--- src/bcl_pkg.sv ---
// Shared types, constants and register codes for the debounced button code lock.
`timescale 1ns / 1ps
package bcl_pkg;

	// Per-button elapsed tick counter width
	localparam int TIMER_WIDTH = 16;
	localparam int NUM_BUTTONS = 4;
	localparam int DEBOUNCE_WIDTH = 16;
	localparam int CODE_WIDTH = 8;
	localparam int TRY_WIDTH = 14;
	localparam int CMP_WIDTH = (TIMER_WIDTH > DEBOUNCE_WIDTH) ? TIMER_WIDTH : DEBOUNCE_WIDTH;

	typedef logic [TIMER_WIDTH-1:0] timer_t;
	typedef logic [NUM_BUTTONS-1:0] button_mask_t;
	typedef logic [TRY_WIDTH-1:0] try_t;

	localparam timer_t TIMER_MAX = '1;
	localparam try_t TRY_MAX = '1;

	// Reset values of the configuration registers
	localparam logic [DEBOUNCE_WIDTH-1:0] DEBOUNCE_RESET = 16'd100;
	localparam logic [CODE_WIDTH-1:0] CODE_RESET = 8'd184;
	localparam try_t TRY_CAP_RESET = 14'd9999;

	// Configuration register indexes
	typedef enum logic [1:0] {
		REG_DEBOUNCE_MS = 2'd0,
		REG_CODE_WORD = 2'd1,
		REG_TRY_CAP = 2'd2
	} reg_index_t;

	localparam int LAST_STEP = 3;

	typedef enum logic [1:0] {
		VERDICT_NONE = 2'd0,
		VERDICT_ACCEPT = 2'd1,
		VERDICT_FAIL = 2'd2
	} verdict_t;

	// Matcher result handed to the output register
	typedef struct packed {
		verdict_t verdict;
		logic [1:0] progress;
		try_t tries_used;
	} match_result_t;

endpackage

--- src/bcl_debounce.sv ---
// Per-button press detection with held flags and saturating elapsed counters.
`timescale 1ns / 1ps
module bcl_debounce
	import bcl_pkg::*;
(
	input logic clk,
	input logic arst_n,
	input logic advance,
	input button_mask_t levels,
	input logic [DEBOUNCE_WIDTH-1:0] debounce_ms,
	output button_mask_t press
);

	button_mask_t held_q;
	button_mask_t held_d;
	timer_t elapsed_q [NUM_BUTTONS];
	timer_t elapsed_d [NUM_BUTTONS];
	timer_t elapsed_inc [NUM_BUTTONS];

	// Work out presses and next held state for each button
	always_comb begin
		for (int i = 0; i < NUM_BUTTONS; i++) begin
			elapsed_inc[i] = (elapsed_q[i] == TIMER_MAX) ? elapsed_q[i]
				: timer_t'(elapsed_q[i] + 1'b1);
			press[i] = 1'b0;
			held_d[i] = held_q[i];
			elapsed_d[i] = elapsed_inc[i];
			if (levels[i] && !held_q[i]) begin
				press[i] = 1'b1;
				held_d[i] = 1'b1;
				elapsed_d[i] = '0;
			end else if (!levels[i] && held_q[i]) begin
				// release only once the debounce window has passed
				if (CMP_WIDTH'(elapsed_inc[i]) > CMP_WIDTH'(debounce_ms)) begin
					held_d[i] = 1'b0;
				end
			end
		end
	end

	// Hold state between items, advance on each processed item
	always_ff @(posedge clk or negedge arst_n) begin
		if (!arst_n) begin
			held_q <= '0;
			for (int i = 0; i < NUM_BUTTONS; i++) begin
				elapsed_q[i] <= '0;
			end
		end else if (advance) begin
			held_q <= held_d;
			for (int i = 0; i < NUM_BUTTONS; i++) begin
				elapsed_q[i] <= elapsed_d[i];
			end
		end
	end

endmodule

--- src/bcl_matcher.sv ---
// Code step matcher and try counter of the code lock.
`timescale 1ns / 1ps
module bcl_matcher
	import bcl_pkg::*;
(
	input logic clk,
	input logic arst_n,
	input logic advance,
	input button_mask_t press,
	input logic [CODE_WIDTH-1:0] code_word,
	input try_t try_cap,
	output match_result_t result
);

	logic [1:0] step_q;
	try_t tries_q;
	logic [1:0] want;
	logic [1:0] step_d;
	try_t tries_d;
	try_t tries_inc;
	verdict_t verdict_d;

	// Select the button expected at the current step
	always_comb begin
		case (step_q)
			2'd0: want = code_word[1:0];
			2'd1: want = code_word[3:2];
			2'd2: want = code_word[5:4];
			2'd3: want = code_word[7:6];
			default: want = code_word[1:0];
		endcase
	end

	assign tries_inc = (tries_q == TRY_MAX) ? tries_q : try_t'(tries_q + 1'b1);

	// Advance or drop the match, then check the try limit
	always_comb begin
		step_d = step_q;
		tries_d = tries_q;
		verdict_d = VERDICT_NONE;
		if (press != '0) begin
			if (press[want]) begin
				if (step_q == 2'(LAST_STEP)) begin
					verdict_d = VERDICT_ACCEPT;
					step_d = '0;
					tries_d = '0;
				end else begin
					step_d = 2'(step_q + 1'b1);
					tries_d = tries_inc;
				end
			end else begin
				step_d = '0;
				tries_d = tries_inc;
			end
		end
		if (verdict_d == VERDICT_NONE && tries_d >= try_cap) begin
			verdict_d = VERDICT_FAIL;
			step_d = '0;
			tries_d = '0;
		end
	end

	assign result.verdict = verdict_d;
	assign result.progress = step_d;
	assign result.tries_used = tries_d;

	// Hold matcher state between items
	always_ff @(posedge clk or negedge arst_n) begin
		if (!arst_n) begin
			step_q <= '0;
			tries_q <= '0;
		end else if (advance) begin
			step_q <= step_d;
			tries_q <= tries_d;
		end
	end

endmodule

--- src/debounced_button_code_lock.sv ---
// Top level of the debounced four-button code lock.
//
// Usage: one item per millisecond tick on the input channel (in_valid/in_ready)
// carries the raw levels of four buttons. For every item exactly one result
// leaves on the output channel (out_valid/out_ready): the new-press mask, the
// verdict (none, accepted, failed), the code steps matched and the tries used.
// Configuration (debounce_ms, code_word, try_cap) is written through the
// cfg channel by register index, index 3 ignored; the user must write it only
// while no item is in flight, which the block does not enforce. An accepted
// item is registered, processed against the debounce and matcher state, and
// its result registered in the result register. Throughput is one item per
// cycle while the output is not stalled; a new item is taken while an earlier
// result still waits on the output register. When the receiver stalls, the
// result holds and the input register fills, after which in_ready drops until
// the output moves. Reset clears held flags, elapsed counters, code step and
// try count, and returns the configuration registers to 100, 184 and 9999.
`timescale 1ns / 1ps
module debounced_button_code_lock
	import bcl_pkg::*;
(
	input logic clk,
	input logic arst_n,
	input logic in_valid,
	output logic in_ready,
	input logic [3:0] button_levels,
	output logic out_valid,
	input logic out_ready,
	output logic [3:0] press_mask,
	output logic [1:0] verdict,
	output logic [1:0] progress,
	output logic [13:0] tries_used,
	input logic cfg_valid,
	output logic cfg_ready,
	input logic [1:0] cfg_index,
	input logic [15:0] cfg_data
);

	logic [DEBOUNCE_WIDTH-1:0] debounce_q;
	logic [CODE_WIDTH-1:0] code_q;
	try_t try_cap_q;

	logic valid_s1;
	button_mask_t levels_s1;
	logic advance;
	button_mask_t press;
	match_result_t result;

	logic out_valid_q;
	button_mask_t press_q;
	match_result_t result_q;

	assign cfg_ready = 1'b1;

	// Configuration registers
	always_ff @(posedge clk or negedge arst_n) begin
		if (!arst_n) begin
			debounce_q <= DEBOUNCE_RESET;
			code_q <= CODE_RESET;
			try_cap_q <= TRY_CAP_RESET;
		end else if (cfg_valid) begin
			case (cfg_index)
				REG_DEBOUNCE_MS: debounce_q <= cfg_data;
				REG_CODE_WORD: code_q <= cfg_data[CODE_WIDTH-1:0];
				REG_TRY_CAP: try_cap_q <= cfg_data[TRY_WIDTH-1:0];
				default: ;
			endcase
		end
	end

	// Process the registered item when the output register can take its result
	assign advance = valid_s1 && (!out_valid_q || out_ready);
	assign in_ready = !valid_s1 || advance;

	// Input register
	always_ff @(posedge clk or negedge arst_n) begin
		if (!arst_n) begin
			valid_s1 <= 1'b0;
		end else if (in_ready) begin
			valid_s1 <= in_valid;
		end
	end

	always_ff @(posedge clk) begin
		if (in_valid && in_ready) begin
			levels_s1 <= button_levels;
		end
	end

	bcl_debounce u_debounce (
		.clk(clk),
		.arst_n(arst_n),
		.advance(advance),
		.levels(levels_s1),
		.debounce_ms(debounce_q),
		.press(press)
	);

	bcl_matcher u_matcher (
		.clk(clk),
		.arst_n(arst_n),
		.advance(advance),
		.press(press),
		.code_word(code_q),
		.try_cap(try_cap_q),
		.result(result)
	);

	// Result register
	always_ff @(posedge clk or negedge arst_n) begin
		if (!arst_n) begin
			out_valid_q <= 1'b0;
		end else if (advance) begin
			out_valid_q <= 1'b1;
		end else if (out_ready) begin
			out_valid_q <= 1'b0;
		end
	end

	always_ff @(posedge clk) begin
		if (advance) begin
			press_q <= press;
			result_q <= result;
		end
	end

	assign out_valid = out_valid_q;
	assign press_mask = press_q;
	assign verdict = result_q.verdict;
	assign progress = result_q.progress;
	assign tries_used = result_q.tries_used;

`ifndef NO_ASSERTIONS
	// A finished attempt leaves the matcher cleared
	assert property (@(posedge clk) disable iff (!arst_n)
		out_valid_q && result_q.verdict != VERDICT_NONE
		|-> result_q.progress == 2'd0 && result_q.tries_used == '0)
		else $error("verdict reported without clearing progress and tries");

	// A press is only reported for a button that reads high
	assert property (@(posedge clk) disable iff (!arst_n)
		advance |-> (press & ~levels_s1) == '0)
		else $error("press reported for a low button");

	// Input stalls only when both registers are full and the output is blocked
	assert property (@(posedge clk) disable iff (!arst_n)
		!in_ready |-> valid_s1 && out_valid_q && !out_ready)
		else $error("input stalled without a full pipeline");
`endif

endmodule
--- config.mk ---
export PLATFORM = sky130hd
export DESIGN_NAME = debounced_button_code_lock
export DESIGN_NICKNAME = d
export VERILOG_FILES = /design/src/bcl_pkg.sv /design/src/bcl_debounce.sv /design/src/bcl_matcher.sv /design/src/debounced_button_code_lock.sv
export SDC_FILE = /design/constraint.sdc
export NUM_CORES = 1
export LEC_CHECK = 0
export BUFFER_PORTS_ARGS = -buffer_cell sky130_fd_sc_hd__buf_2
export CORE_MARGIN = 10
export CORE_UTILIZATION = 51
export CTS_CLUSTER_SIZE = 28
export DETAILED_ROUTE_END_ITERATION = 7
export PLACE_DENSITY = 0.68
export SLEW_MARGIN = 20
export SYNTH_ARGS = -nofsm -noshare
export SYNTH_HDL_FRONTEND = slang
export SYNTH_SLANG_ARGS = --single-unit
--- constraint.sdc ---
create_clock -name clk -period 8.05 [get_ports clk]
set_input_delay 2.415 -clock clk [delete_from_list [all_inputs] [get_ports clk]]
set_output_delay 2.415 -clock clk [all_outputs]
set_load 0.02 [all_outputs]
==> flow_summary.toml <==
[timing]
hold_slack_ps = 511
timing.fmax_ghz = 0.189
finalClockSkew_ps = 12.4
setup_viol_count_final = 0
hold_viol_final = 0
slew_viol_final = 0
fin_setup_tns_ps = 0
rsz0062_at_grt = "no"
tightest_slew_ps = 948
max_slew_margin_pct = 36.5
min_period_ps = 5290
post-route-period-util_pct = 65.7

[route]
first_iter_violations = 496
vias = 8171
wl_per_cell_um = 17.7
wl_um = 24800
dr.pass1.iters = 7
viasPerCell = 5.83
drc = 0
ant_nets = 0

[critical_path]
arrival_ps = 2870
ff2ff_setup_slack_ps = 3400
reg2reg_from = "u_debounce.held_q[2]"
worst_setup_path_end_kind = "output port"
cp-start-kind = "input port"
required_ps = 5640
worst-setup-path-type = "in2out"
cpPeakStageDelay_ps = 180
path_max_fanout = 3
r2r.worst_path.cells = 14
path_cells = "buf_2 -> nand3b_1 -> buf_2"
r2r-end = "u_matcher.tries_q[3]"
crit_slowest_cell = "nand3b_1"
cp_common_cell = "buf_2"

[placed_design]
portBuffers = 50
gp_congestion = 0.898
dp_hpwl_um = 17700
dpl_cell_area_mm2 = 0.0105
dp_cells = 1369

[floorplanning]
die_y_um = 160
rows = 51
core-area_mm2 = 0.0195
die_w_um = 160
num_io_pins = 52
start_util_pct = 51.7
design.die.area_mm2 = 0.0257

[synthesis]
synth-edff-count = 26
synth_cell_type_count = 68
synth_ff_type = "dfrtp_1"
synth_top_family_by_area = "simple AND/OR/NAND/NOR gates"
synth.mux.area_fraction_pct = 5.15
synth.cells.most_frequent = "111 x nand2_1, 109 x dfrtp_1, 91 x ha_1, 82 x nor2_1, 68 x o21ai_0"
yosysTopAreaCell = "dfrtp_1"
seq_area_frac_synth_pct = 38.8
synth_top_area_share_pct = 27.1
synthAdderAreaFrac_pct = 11.3
synth-seq-cells = 150
synth_xor_area_share_pct = 4.09
ys_warn_count = 0
synth_most_common_cell = "nand2_1"
syn_area_per_cell_um2 = 9.18
synth_compound_area_share_pct = 16.6
async_reset_ff_share_pct = 82.7
yosys.area_share.simple_pct = 19.6
synth_fp_nets = 1213
netlist_area_mm2 = 0.0101
synth_area_leaders = "dfrtp_1 27%, ha_1 11%, edfxtp_1 7.8%"
syn_inst = 1095

[grt]
gr-total-overflow = 0
gr-usage-met2_pct = 32.5
grt_pass1_wl_um = 41500
first_global_vias = 7922
gr-usage-met1_pct = 25.7
antenna_found_initial = 0
grt_use_met3_pct = 3.45
track_usage_pct = 19.6
globalRoute.busiestLayer = "met2"
grt_max_degree = 63

[clock_network]
clkTransAtPathRegs_ps = 60
clock-root-buffer = "clkbuf_16"
worstSkewPairLatency_ps = 440
postCtsSetupBuffers = 0
cts_resized = 0
cts_sinks = 150
cts_tree = "done"
cts_made_buffers = 17
htreeDepth = 4
ctsLongestPathBuffers = 2
cts_hold_buf = 0

[flow_run]
cap_viol_max_count = 0

[final_layout]
seq_area_mm2 = 0.00390
drive_above_1_share_pct = 13.6
final_area_mm2 = 0.0111
multiInputGateArea_mm2 = 0.00572
final_cells = 1401
n_fill_cell = 1723
nets = 1241
syn_to_final_growth_pct = 9.99
diodes = 0

[power_and_ir_drop]
power_frac_comb_pct = 35.9
switching_share_pct = 38.1
total_power_uw = 2920
intPower_uw = 1810
power_density_mw_per_mm2 = 264
p_switching_uw = 1110
leakage_uw = 0.00499
irDropWorstVdd_v = 0.000163
seqPwrFrac_pct = 37.1
clkPwrFrac_pct = 26.9

[worst_hold_path]
whs_path_depth = 1
hp-start = "code_q[6]"
min_to = "code_q[6]"
hp-class = "reg2reg"

[status]
status = "finished, final reports clean"
logic make-up (layout without fill, tap and decap cells):
family / Yosys count / after routing
flops: 150 / 150
buf+inv: 107 / 148
other cells: 1 / 1
xor+xnor: 47 / 47
compound gates: 259 / 259
simple gates: 392 / 392
fa+ha+maj: 91 / 91
mux: 48 / 48
layout make-up:
| type | instances | area share (%) |
|---|---|---|
| timing repair buffer | 58 | 2.83 |
| inverter | 58 | 1.97 |
| tap | 265 | 3.00 |
| sequential | 150 | 35.3 |
| multi-input combinational | 838 | 51.8 |
| clock buffer | 19 | 4.20 |
| clock inverter | 13 | 0.973 |
critical path, delay by kind of cell:
| kind | cells | cell delay [ps] |
|---|---|---|
| buf+inv | 2 | 280 |
| simple gates | 1 | 180 |
cells in the final DEF, fill, tap and decap left out, types with 7 or more instances in the layout:
| cell type | instances |
|---|---|
| nand4_1 | 33 |
| o31ai_1 | 16 |
| o21a_1 | 14 |
| edfxtp_1 | 26 |
| a31oi_1 | 10 |
| and2_1 | 7 |
| mux2_2 | 30 |
| dfrtp_1 | 109 |
| nor3_1 | 32 |
| xor2_1 | 18 |
| dfstp_2 | 15 |
| clkbuf_16 | 18 |
| and4_1 | 14 |
| nand2_1 | 110 |
| buf_2 | 49 |
| a22o_1 | 18 |
| o21ai_0 | 68 |
| a21o_1 | 20 |
| and3_1 | 19 |
| buf_4 | 9 |
| nor2b_1 | 13 |
| nor2_1 | 82 |
| xnor2_1 | 29 |
| mux2i_1 | 18 |
| nand3_1 | 40 |
| a211oi_1 | 8 |
| nor4_1 | 9 |
| inv_1 | 57 |
| ha_1 | 91 |
| a21oi_1 | 62 |
routing by layer:
layer / vias to the layer above / wire, um
met5: - / 0
met4: 0 / 380
met3: 26 / 1070
met2: 180 / 11800
met1: 3909 / 11500
li1: 4056 / -
per-stage QoR:
step	setup WS, ps	utilization [%]
6_report	2760	56.8
5_1_grt	2730	56.8
4_1_cts	2760	56.8
3_5_place_dp	2760	53.9
3_3_place_gp	2780	53.9
2_1_floorplan	2940	-
power groups by stage:
stage / Clock, uW / Sequential (uW) / Combinational (uW)
4_1_cts: 800 / 1080 / 1050
5_1_grt: 830 / 1110 / 1210
6_report: 785 / 1080 / 1050
3_3_place_gp: 0 / 1090 / 1020
2_1_floorplan: 0 / 1060 / 795
3_5_place_dp: 0 / 1090 / 1040
how the worst max path moves through the flow:
stage | from | end | slack, ps
floorplan | out_ready | in_ready | 2940
global placement | out_ready | in_ready | 2780
detailed placement | out_ready | in_ready | 2760
CTS | out_ready | in_ready | 2760
global route | out_ready | in_ready | 2730
finish | out_ready | in_ready | 2760
flip-flops by register name, summed over array words and instances (netlist names), 4 cells and up:
signal and flops:
tries_used 14, press_mask 4, u_debounce.elapsed_q 64, u_matcher.tries_q 14, debounce_q 16, levels_s1 4
try_cap_q 14, code_q 8, u_debounce.held_q 4
Note: power is estimated with default switching activity, not from simulation.
